`src/design/assert_macros.svh`:
```
`ifndef ASSERT_MACROS_SVH
`define ASSERT_MACROS_SVH

// check a property on every rising clk edge outside reset
`define ASSERT_CLK(label, prop, msg) \
	label: assert property (@(posedge clk) disable iff (!arst_n) (prop)) else $error(msg);

// check that the antecedent implies the consequent in the same cycle
`define ASSERT_IMPL(label, ante, cons, msg) \
	label: assert property (@(posedge clk) disable iff (!arst_n) (ante) |-> (cons)) \
		else $error(msg);

// check that the antecedent implies the consequent in the next cycle
`define ASSERT_NEXT(label, ante, cons, msg) \
	label: assert property (@(posedge clk) disable iff (!arst_n) (ante) |=> (cons)) \
		else $error(msg);

`endif

```
`src/design/hkc_pkg.sv`:
```
package hkc_pkg;

	localparam int VALUE_WIDTH_DEF = 32;
	localparam int OUT_WIDTH = 32;
	localparam int STEP_W = 4;

	typedef logic [STEP_W-1:0] step_t;

	typedef enum logic [1:0] {
		FUNC_DIGIT = 2'd0,
		FUNC_BACK  = 2'd1,
		FUNC_CLEAR = 2'd2,
		FUNC_OPER  = 2'd3
	} func_t;

	typedef enum logic [3:0] {
		OP_EQ  = 4'd0,
		OP_ADD = 4'd1,
		OP_SUB = 4'd2,
		OP_MUL = 4'd3,
		OP_AND = 4'd4,
		OP_OR  = 4'd5,
		OP_XOR = 4'd6,
		OP_SHL = 4'd7,
		OP_SHR = 4'd8,
		OP_DIV = 4'd9,
		OP_MOD = 4'd10
	} op_t;

	typedef enum logic [3:0] {
		UOP_NOP,
		UOP_BACK,
		UOP_CLEAR,
		UOP_DIGIT,
		UOP_OPSKIP,
		UOP_SIMPLE,
		UOP_ITINIT,
		UOP_ITSTEP,
		UOP_ITDONE,
		UOP_FINISH
	} uop_t;

	typedef enum logic [3:0] {
		COND_NONE,
		COND_ALWAYS,
		COND_NOT_GO,
		COND_FUNC_BACK,
		COND_FUNC_CLEAR,
		COND_FUNC_DIGIT,
		COND_NEWNUM,
		COND_ITER_OP,
		COND_CNT_MORE,
		COND_OUT_BUSY
	} cond_t;

	typedef struct packed {
		uop_t  uop;
		cond_t cond;
		step_t target;
	} ctrl_t;

	typedef struct packed {
		func_t func;
		logic  newnum;
		logic  iter_op;
		logic  cnt_more;
	} dp_status_t;

	localparam step_t ST_IDLE   = 4'd0;
	localparam step_t ST_BACK   = 4'd8;
	localparam step_t ST_CLEAR  = 4'd9;
	localparam step_t ST_DIGIT  = 4'd10;
	localparam step_t ST_OPSKIP = 4'd11;
	localparam step_t ST_ITINIT = 4'd12;
	localparam step_t ST_ITSTEP = 4'd13;
	localparam step_t ST_FINISH = 4'd15;

	function automatic ctrl_t ucode_rom(input step_t s);
		ctrl_t w;
		unique case (s)
			4'd0: w = '{UOP_NOP, COND_NOT_GO, ST_IDLE};
			4'd1: w = '{UOP_NOP, COND_FUNC_BACK, ST_BACK};
			4'd2: w = '{UOP_NOP, COND_FUNC_CLEAR, ST_CLEAR};
			4'd3: w = '{UOP_NOP, COND_FUNC_DIGIT, ST_DIGIT};
			4'd4: w = '{UOP_NOP, COND_NEWNUM, ST_OPSKIP};
			4'd5: w = '{UOP_NOP, COND_ITER_OP, ST_ITINIT};
			4'd6: w = '{UOP_SIMPLE, COND_ALWAYS, ST_FINISH};
			4'd8: w = '{UOP_BACK, COND_ALWAYS, ST_FINISH};
			4'd9: w = '{UOP_CLEAR, COND_ALWAYS, ST_FINISH};
			4'd10: w = '{UOP_DIGIT, COND_ALWAYS, ST_FINISH};
			4'd11: w = '{UOP_OPSKIP, COND_ALWAYS, ST_FINISH};
			4'd12: w = '{UOP_ITINIT, COND_NONE, ST_IDLE};
			4'd13: w = '{UOP_ITSTEP, COND_CNT_MORE, ST_ITSTEP};
			4'd14: w = '{UOP_ITDONE, COND_NONE, ST_IDLE};
			4'd15: w = '{UOP_FINISH, COND_OUT_BUSY, ST_FINISH};
			default: w = '{UOP_NOP, COND_ALWAYS, ST_IDLE};
		endcase
		return w;
	endfunction

endpackage

```
`src/design/hkc_seq.sv`:
```
module hkc_seq import hkc_pkg::*; (
	input  logic       clk,
	input  logic       arst_n,
	input  logic       go,
	input  logic       out_busy,
	input  dp_status_t status,
	output uop_t       uop,
	output logic       idle
);

	step_t step_q;
	ctrl_t ctrl;
	logic  take;

	assign ctrl = ucode_rom(step_q);
	assign uop  = ctrl.uop;
	assign idle = (step_q == ST_IDLE);

	always_comb begin
		unique case (ctrl.cond)
			COND_NONE:       take = 1'b0;
			COND_ALWAYS:     take = 1'b1;
			COND_NOT_GO:     take = !go;
			COND_FUNC_BACK:  take = (status.func == FUNC_BACK);
			COND_FUNC_CLEAR: take = (status.func == FUNC_CLEAR);
			COND_FUNC_DIGIT: take = (status.func == FUNC_DIGIT);
			COND_NEWNUM:     take = status.newnum;
			COND_ITER_OP:    take = status.iter_op;
			COND_CNT_MORE:   take = status.cnt_more;
			COND_OUT_BUSY:   take = out_busy;
			default:         take = 1'b0;
		endcase
	end

	always_ff @(posedge clk or negedge arst_n) begin
		if (!arst_n) begin
			step_q <= ST_IDLE;
		end else if (take) begin
			step_q <= ctrl.target;
		end else begin
			step_q <= step_q + 4'd1;
		end
	end

endmodule

```
`src/design/hkc_dp.sv`:
```
module hkc_dp import hkc_pkg::*; #(
	parameter int VALUE_WIDTH = VALUE_WIDTH_DEF
) (
	input  logic                   clk,
	input  logic                   arst_n,
	input  logic                   load_key,
	input  func_t                  func_in,
	input  logic [3:0]             key_in,
	input  uop_t                   uop,
	output dp_status_t             status,
	output logic [VALUE_WIDTH-1:0] entry,
	output logic                   changed,
	output logic                   beep
);

	localparam int CNT_W = $clog2(VALUE_WIDTH + 1);
	localparam int SHW   = $clog2(VALUE_WIDTH);

	logic [VALUE_WIDTH-1:0] entry_q, first_q, acc_q, mq_q;
	op_t                    pend_q;
	logic                   newnum_q, chg_q, beep_q;
	func_t                  func_q;
	logic [3:0]             key_q;
	logic [CNT_W-1:0]       cnt_q;

	logic [VALUE_WIDTH-1:0] simple_res, mul_next, iter_res, dig_base;
	logic [VALUE_WIDTH:0]   div_t, div_diff;
	logic                   div_ge, shift_big, is_mul;

	assign is_mul    = (pend_q == OP_MUL);
	assign shift_big = (entry_q >= VALUE_WIDTH'(VALUE_WIDTH));
	assign dig_base  = newnum_q ? '0 : entry_q;

	always_comb begin
		case (pend_q)
			OP_EQ:   simple_res = entry_q;
			OP_ADD:  simple_res = first_q + entry_q;
			OP_SUB:  simple_res = first_q - entry_q;
			OP_AND:  simple_res = first_q & entry_q;
			OP_OR:   simple_res = first_q | entry_q;
			OP_XOR:  simple_res = first_q ^ entry_q;
			OP_SHL:  simple_res = shift_big ? '0 : first_q << entry_q[SHW-1:0];
			OP_SHR:  simple_res = shift_big ? '0 : first_q >> entry_q[SHW-1:0];
			default: simple_res = '0;
		endcase
	end

	assign mul_next = {acc_q[VALUE_WIDTH-2:0], 1'b0} + (mq_q[VALUE_WIDTH-1] ? first_q : '0);
	assign div_t    = {acc_q, mq_q[VALUE_WIDTH-1]};
	assign div_diff = div_t - {1'b0, entry_q};
	assign div_ge   = !div_diff[VALUE_WIDTH];

	always_comb begin
		if (is_mul) begin
			iter_res = acc_q;
		end else if (entry_q == '0) begin
			iter_res = '1;
		end else if (pend_q == OP_DIV) begin
			iter_res = mq_q;
		end else begin
			iter_res = acc_q;
		end
	end

	assign status.func     = func_q;
	assign status.newnum   = newnum_q;
	assign status.iter_op  = is_mul || (pend_q == OP_DIV) || (pend_q == OP_MOD);
	assign status.cnt_more = (cnt_q != CNT_W'(1));

	assign entry   = entry_q;
	assign changed = chg_q;
	assign beep    = beep_q;

	always_ff @(posedge clk) begin
		if (load_key) begin
			func_q <= func_in;
			key_q  <= key_in;
		end
		if (uop == UOP_ITINIT) begin
			acc_q <= '0;
			mq_q  <= is_mul ? entry_q : first_q;
		end else if (uop == UOP_ITSTEP) begin
			if (is_mul) begin
				acc_q <= mul_next;
				mq_q  <= {mq_q[VALUE_WIDTH-2:0], 1'b0};
			end else begin
				acc_q <= div_ge ? div_diff[VALUE_WIDTH-1:0] : div_t[VALUE_WIDTH-1:0];
				mq_q  <= {mq_q[VALUE_WIDTH-2:0], div_ge};
			end
		end
	end

	always_ff @(posedge clk or negedge arst_n) begin
		if (!arst_n) begin
			entry_q  <= '0;
			first_q  <= '0;
			pend_q   <= OP_EQ;
			newnum_q <= 1'b1;
			chg_q    <= 1'b0;
			beep_q   <= 1'b0;
			cnt_q    <= '0;
		end else begin
			case (uop)
				UOP_BACK: begin
					entry_q <= entry_q >> 4;
					chg_q   <= 1'b1;
					beep_q  <= 1'b0;
				end
				UOP_CLEAR: begin
					entry_q <= '0;
					chg_q   <= 1'b1;
					beep_q  <= 1'b0;
				end
				UOP_DIGIT: begin
					if (newnum_q) begin
						first_q <= entry_q;
					end
					newnum_q <= 1'b0;
					if (dig_base[VALUE_WIDTH-1 -: 4] == 4'd0) begin
						entry_q <= {dig_base[VALUE_WIDTH-5:0], key_q};
						chg_q   <= 1'b1;
						beep_q  <= 1'b0;
					end else begin
						entry_q <= dig_base;
						chg_q   <= 1'b0;
						beep_q  <= 1'b1;
					end
				end
				UOP_OPSKIP: begin
					newnum_q <= 1'b1;
					pend_q   <= op_t'(key_q);
					chg_q    <= 1'b0;
					beep_q   <= 1'b0;
				end
				UOP_SIMPLE: begin
					entry_q  <= simple_res;
					newnum_q <= 1'b1;
					pend_q   <= op_t'(key_q);
					chg_q    <= 1'b1;
					beep_q   <= 1'b0;
				end
				UOP_ITINIT: begin
					cnt_q <= CNT_W'(VALUE_WIDTH);
				end
				UOP_ITSTEP: begin
					cnt_q <= cnt_q - CNT_W'(1);
				end
				UOP_ITDONE: begin
					entry_q  <= iter_res;
					newnum_q <= 1'b1;
					pend_q   <= op_t'(key_q);
					chg_q    <= 1'b1;
					beep_q   <= 1'b0;
				end
				default: begin
				end
			endcase
		end
	end

endmodule

```
`src/design/hex_key_calculator_core.sv`:
```
// channel | valid        | ready        | payload
// key     | key_valid    | key_ready    | func, key_value
// result  | result_valid | result_ready | display_value, display_changed, beep
//
// Keys without * / % are handled without the iterative loop; applying * / or % runs the
// one-bit-per-step shift-add / shift-subtract loop of the datapath before result_valid is set.
// Reset puts entry and first operand at zero, pending operator at equals, new-number set.
// key_ready is high only while the sequencer waits at its idle step; a finished result
// holds the sequencer at its last step until the result register is free.
`include "assert_macros.svh"

module hex_key_calculator_core import hkc_pkg::*; #(
	parameter int VALUE_WIDTH = VALUE_WIDTH_DEF
) (
	input  logic                 clk,
	input  logic                 arst_n,
	input  logic                 key_valid,
	output logic                 key_ready,
	input  logic [1:0]           func,
	input  logic [3:0]           key_value,
	output logic                 result_valid,
	input  logic                 result_ready,
	output logic [OUT_WIDTH-1:0] display_value,
	output logic                 display_changed,
	output logic                 beep
);

	logic                   go, out_busy, out_load, idle;
	logic                   dp_changed, dp_beep;
	logic [VALUE_WIDTH-1:0] dp_entry;
	logic [63:0]            entry_wide;
	uop_t                   uop;
	dp_status_t             status;

	logic [OUT_WIDTH-1:0]   disp_q;
	logic                   rvalid_q, chg_out_q, beep_out_q;

	assign key_ready  = idle;
	assign go         = key_valid && idle;
	assign out_busy   = rvalid_q && !result_ready;
	assign out_load   = (uop == UOP_FINISH) && !out_busy;
	assign entry_wide = 64'(dp_entry);

	hkc_seq u_seq (
		.clk      (clk),
		.arst_n   (arst_n),
		.go       (go),
		.out_busy (out_busy),
		.status   (status),
		.uop      (uop),
		.idle     (idle)
	);

	hkc_dp #(
		.VALUE_WIDTH (VALUE_WIDTH)
	) u_dp (
		.clk     (clk),
		.arst_n  (arst_n),
		.load_key(go),
		.func_in (func_t'(func)),
		.key_in  (key_value),
		.uop     (uop),
		.status  (status),
		.entry   (dp_entry),
		.changed (dp_changed),
		.beep    (dp_beep)
	);

	always_ff @(posedge clk) begin
		if (out_load) begin
			disp_q     <= entry_wide[OUT_WIDTH-1:0];
			chg_out_q  <= dp_changed;
			beep_out_q <= dp_beep;
		end
	end

	always_ff @(posedge clk or negedge arst_n) begin
		if (!arst_n) begin
			rvalid_q <= 1'b0;
		end else if (out_load) begin
			rvalid_q <= 1'b1;
		end else if (result_ready) begin
			rvalid_q <= 1'b0;
		end
	end

	assign result_valid    = rvalid_q;
	assign display_value   = disp_q;
	assign display_changed = chg_out_q;
	assign beep            = beep_out_q;

	`ASSERT_NEXT(a_accept_drops_ready, key_valid && key_ready, !key_ready, "ready after accept")
	`ASSERT_IMPL(a_load_when_free, out_load, !result_valid || result_ready, "result overwritten")
	`ASSERT_IMPL(a_beep_excl, result_valid, !(beep && display_changed), "beep with change")
	`ASSERT_CLK(a_valid_from_load, $rose(result_valid) |-> $past(out_load), "result without load")

endmodule

```
`config.mk`:
```
export PLATFORM = sky130hd
export DESIGN_NAME = hex_key_calculator_core
export DESIGN_NICKNAME = d
export VERILOG_FILES = /design/src/design/hkc_pkg.sv /design/src/design/hkc_seq.sv /design/src/design/hkc_dp.sv /design/src/design/hex_key_calculator_core.sv
export VERILOG_INCLUDE_DIRS = /design/src /design/src/design
export SDC_FILE = /design/constraint.sdc
export NUM_CORES = 1
export LEC_CHECK = 0
export BUFFER_PORTS_ARGS = -buffer_cell sky130_fd_sc_hd__buf_2
export CAP_MARGIN = 20
export CORE_MARGIN = 2
export CORE_UTILIZATION = 45
export CTS_BUF_LIST = sky130_fd_sc_hd__clkbuf_4 sky130_fd_sc_hd__clkbuf_8
export DETAILED_ROUTE_END_ITERATION = 10
export PLACE_DENSITY_LB_ADDON = 0.1
export SYNTH_ARGS = -nofsm -noshare
export SYNTH_HDL_FRONTEND = slang
export SYNTH_SLANG_ARGS = --single-unit
```
`constraint.sdc`:
```
create_clock -name clk -period 5.7 [get_ports clk]
set_input_delay 0.57 -clock clk [delete_from_list [all_inputs] [get_ports clk]]
set_output_delay 0.57 -clock clk [all_outputs]
set_load 0.1 [all_outputs]
```
==> results.json <==
{
  "status": "completed",
  "syn2layout_area_growth_pct": 5.21,
  "synthMuxAreaShare": 0.142,
  "cp_max_fo": 12,
  "die_h_um": 218,
  "n_antenna_cell": 0,
  "r2r_cells": 15,
  "syn-num-nets": 2718,
  "ctsHoldBuffers": 1,
  "path_depth": 15,
  "yosys.area_share.simple": 0.166,
  "drive_gt1_frac": 0.108,
  "path_class": "reg2reg",
  "setup_violations": 0,
  "cts_setup_buffers": 0,
  "die_w_um": 218,
  "dp_hpwl_mm": 60.8,
  "hold_viol_final": 0,
  "clk_pin_slew_ns": 0.12,
  "crit_chain": "nor2_1 > nand2_1 > buf_4 > o41ai_1 > xnor2_1 > ha_1 > a21o_1 > a21o_1 > a221oi_1 > o221ai_1 > o21ai_0 > o21ai_1 > mux2i_1 > nand2_1 > a221oi_1",
  "grt_first_pass_wirelength_mm": 119,
  "ff2ff_setup_slack_ns": 0.92,
  "htreeDepth": 4,
  "place_worst_setup_slack_ns": 1.02,
  "grt_max_degree": 71,
  "min-delay-path-class": "in2reg",
  "die_area_um2": 47400,
  "cts-root-buf": "clkbuf_8",
  "slowest_delay_ns": 0.61,
  "synth_top_area_cell": "edfxtp_1",
  "finClkSkew_ns": 0.0204,
  "drt-vias-per-instance": 6.49,
  "placed_cells": 3040,
  "fin_tns_setup_ns": 0,
  "hold_depth": 1,
  "p_leak_nw": 8.66,
  "slew_viol_final": 0,
  "grt_pass1_vias": 18499,
  "cp.required_ns": 6.15,
  "core_area_um2": 45300,
  "drt-total-wl_mm": 80.1,
  "yosysWarnings": 0,
  "grt-ovfl-total": 0,
  "syn_area_um2": 20600,
  "power.density_nw_per_um2": 109,
  "path_buf_inv": 1,
  "synth_xor_area_frac": 0.0461,
  "syn_avg_cell_area_um2": 8.12,
  "yosys.area.top_type_share": 0.105,
  "clk_latency_ns": 0.55,
  "synth_ff_type": "dfrtp_1",
  "synth-seq-cells": 186,
  "gp_congestion": 1.00,
  "synth.area.top_cells": "edfxtp_1, ha_1, dfrtp_1",
  "synth_cell_types": 98,
  "relSlewSlack": 0.259,
  "ant_nets": 0,
  "final_cells": 3073,
  "firstDrtPassIters": 5,
  "startpoint_type": "flop",
  "drc": 0,
  "cp_top_family": "compound AO/OA/AOI/OAI gates",
  "vias": 19946,
  "synth_edf_count": 72,
  "drtIter0Drc": 2358,
  "cts_resized": 0,
  "tightest_slew_ns": 1.11,
  "layout.cells.most_common": "nand2_1",
  "irDropWorstVdd_uv": 104,
  "yosys.area_share.adder": 0.107,
  "cts_buffer_depth": 2,
  "finalCritPeriodShare": 0.838,
  "cpMaxStageDelayCell": "o21ai_0",
  "start_util": 0.454,
  "portBuffers": 45,
  "layout_common_cells": "nand2_1, nor2_1, a21oi_1",
  "wl_per_cell_um": 26.1,
  "grt_usage": 0.334,
  "timing.fmax_mhz": 209,
  "worst_slack_ns": 0.922,
  "antenna_found_initial": 2,
  "cts_inserted_buffers": 17,
  "worst_setup_path_end_kind": "flop",
  "ys_seq_area_frac": 0.236,
  "num_rows": 78,
  "syn_inst": 2534,
  "synth_top_family_by_area": "compound AO/OA/AOI/OAI gates",
  "final_nets": 2644,
  "drv_cap": 0,
  "num_io_pins": 46,
  "synthArstFlopShare": 0.441,
  "synth_compound_area_frac": 0.240,
  "period_minus_slack_ns": 4.78,
  "rsz0062_at_grt": "no",
  "clock_sinks": 186,
  "cts_tree": "built",
  "cp_data_arrival_time_ns": 5.23
}
[stage by stage]
step           power [mW]  cell area, um^2  hold WS (ns)  utilization
6_report             2.36            21600         0.188        0.478
5_1_grt              2.43            21600         0.171        0.478
4_1_cts              2.38            21600         0.161        0.478
3_5_place_dp         1.42            21200         0.442        0.469
3_3_place_gp         1.42            21200         0.436        0.469
2_1_floorplan        1.41            20600         0.274            -
[worst reg2reg max path, delay by kind of cell, from the launching register on]
kind / cells / cell delay, ns
flip-flops: 1 / 0.54
AO/OA/AOI/OAI: 8 / 2.26
adder cells (fa/ha/maj): 1 / 0.30
buffers and inverters: 1 / 0.31
XOR/XNOR: 1 / 0.17
multiplexers: 1 / 0.20
AND/OR/NAND/NOR: 3 / 0.89
[sequential cells by signal (all words and copies together), names as in the netlist, 2 cells and up]
signal / cells
u_dp.func_q: 2
u_dp.pend_q: 4
u_seq.step_q: 4
u_dp.key_q: 4
display_value: 32
u_dp.first_q: 32
u_dp.mq_q: 32
u_dp.acc_q: 32
u_dp.cnt_q: 6
u_dp.entry: 32
[final cells by class]
cell class                      count  area, um^2
Fill cell                        4606       23600
Clock inverter                     15         155
Inverter                          109         409
Multi-Input combinational cell   2031       14500
Tap cell                          600         751
Clock buffer                       17         234
Sequential cell                   186        4860
Timing Repair Buffer              115         756
[worst paths after layout]
kind,startpoint,to
worst max-delay path,u_dp.pend_q[2],u_dp.entry[26]
worst min-delay path,key_value[3],u_dp.key_q[3]
worst max register to register,u_dp.pend_q[2],u_dp.entry[26]
worst min register to register,u_dp.changed,display_changed
max in group asynchronous,arst_n,u_dp.entry[0]
min in group asynchronous,arst_n,u_dp.cnt_q[4]
[synthesized netlist by cell type, types with 7 or more instances]
master     number
mux2i_1       137
nor3_1         43
buf_4           7
edfxtp_1       72
nor4_1         11
and3_1         17
o21ai_0       181
nand4_1        12
o31ai_1        18
o21ai_1        23
o21bai_1        9
a221o_1         7
clkbuf_1      138
a211oi_1       15
nor2_1        250
buf_1          25
inv_1         105
buf_2          34
o21a_1         20
mux2_2         20
dfxtp_1        32
nand3_1        42
a22o_1         14
a21oi_1       206
o221ai_1        9
nand2b_1       31
a31oi_1        61
o22ai_1        45
ha_1          171
mux4_2         58
a2111oi_0       9
dfrtp_1        81
or3_1          11
xor2_1         21
xnor2_1        84
nand2_1       270
and2_1         17
a21o_1         35
a221oi_1       41
o211ai_1       11
nor2b_1        21
[report_power, final]
part / internal (mW) / leakage, nW / switching, mW
clock: 0.361 / 0.196 / 0.604
sequential: 1.38 / 1.91 / 0.0000000000000000159
combinational: 0.00331 / 6.55 / 0.0145
total: 1.74 / 8.66 / 0.618
[kinds of logic (layout without fill, tap and decap cells)]
kind of cell    Yosys count  count (layout)
xor+xnor                106             106
mux                     216             216
compound gates          777             777
fa+ha+maj               174             174
flops                   186             186
simple gates            758             758
buf+inv                 317             256
[metal layers]
layer,track usage,up-vias,routed length (um)
met5,0,-,23
met4,0.104,4,2370
met3,0.0551,111,6800
met2,0.496,910,34400
met1,0.494,9784,36500
li1,-,9137,-
(Power assumes the default switching activity.)
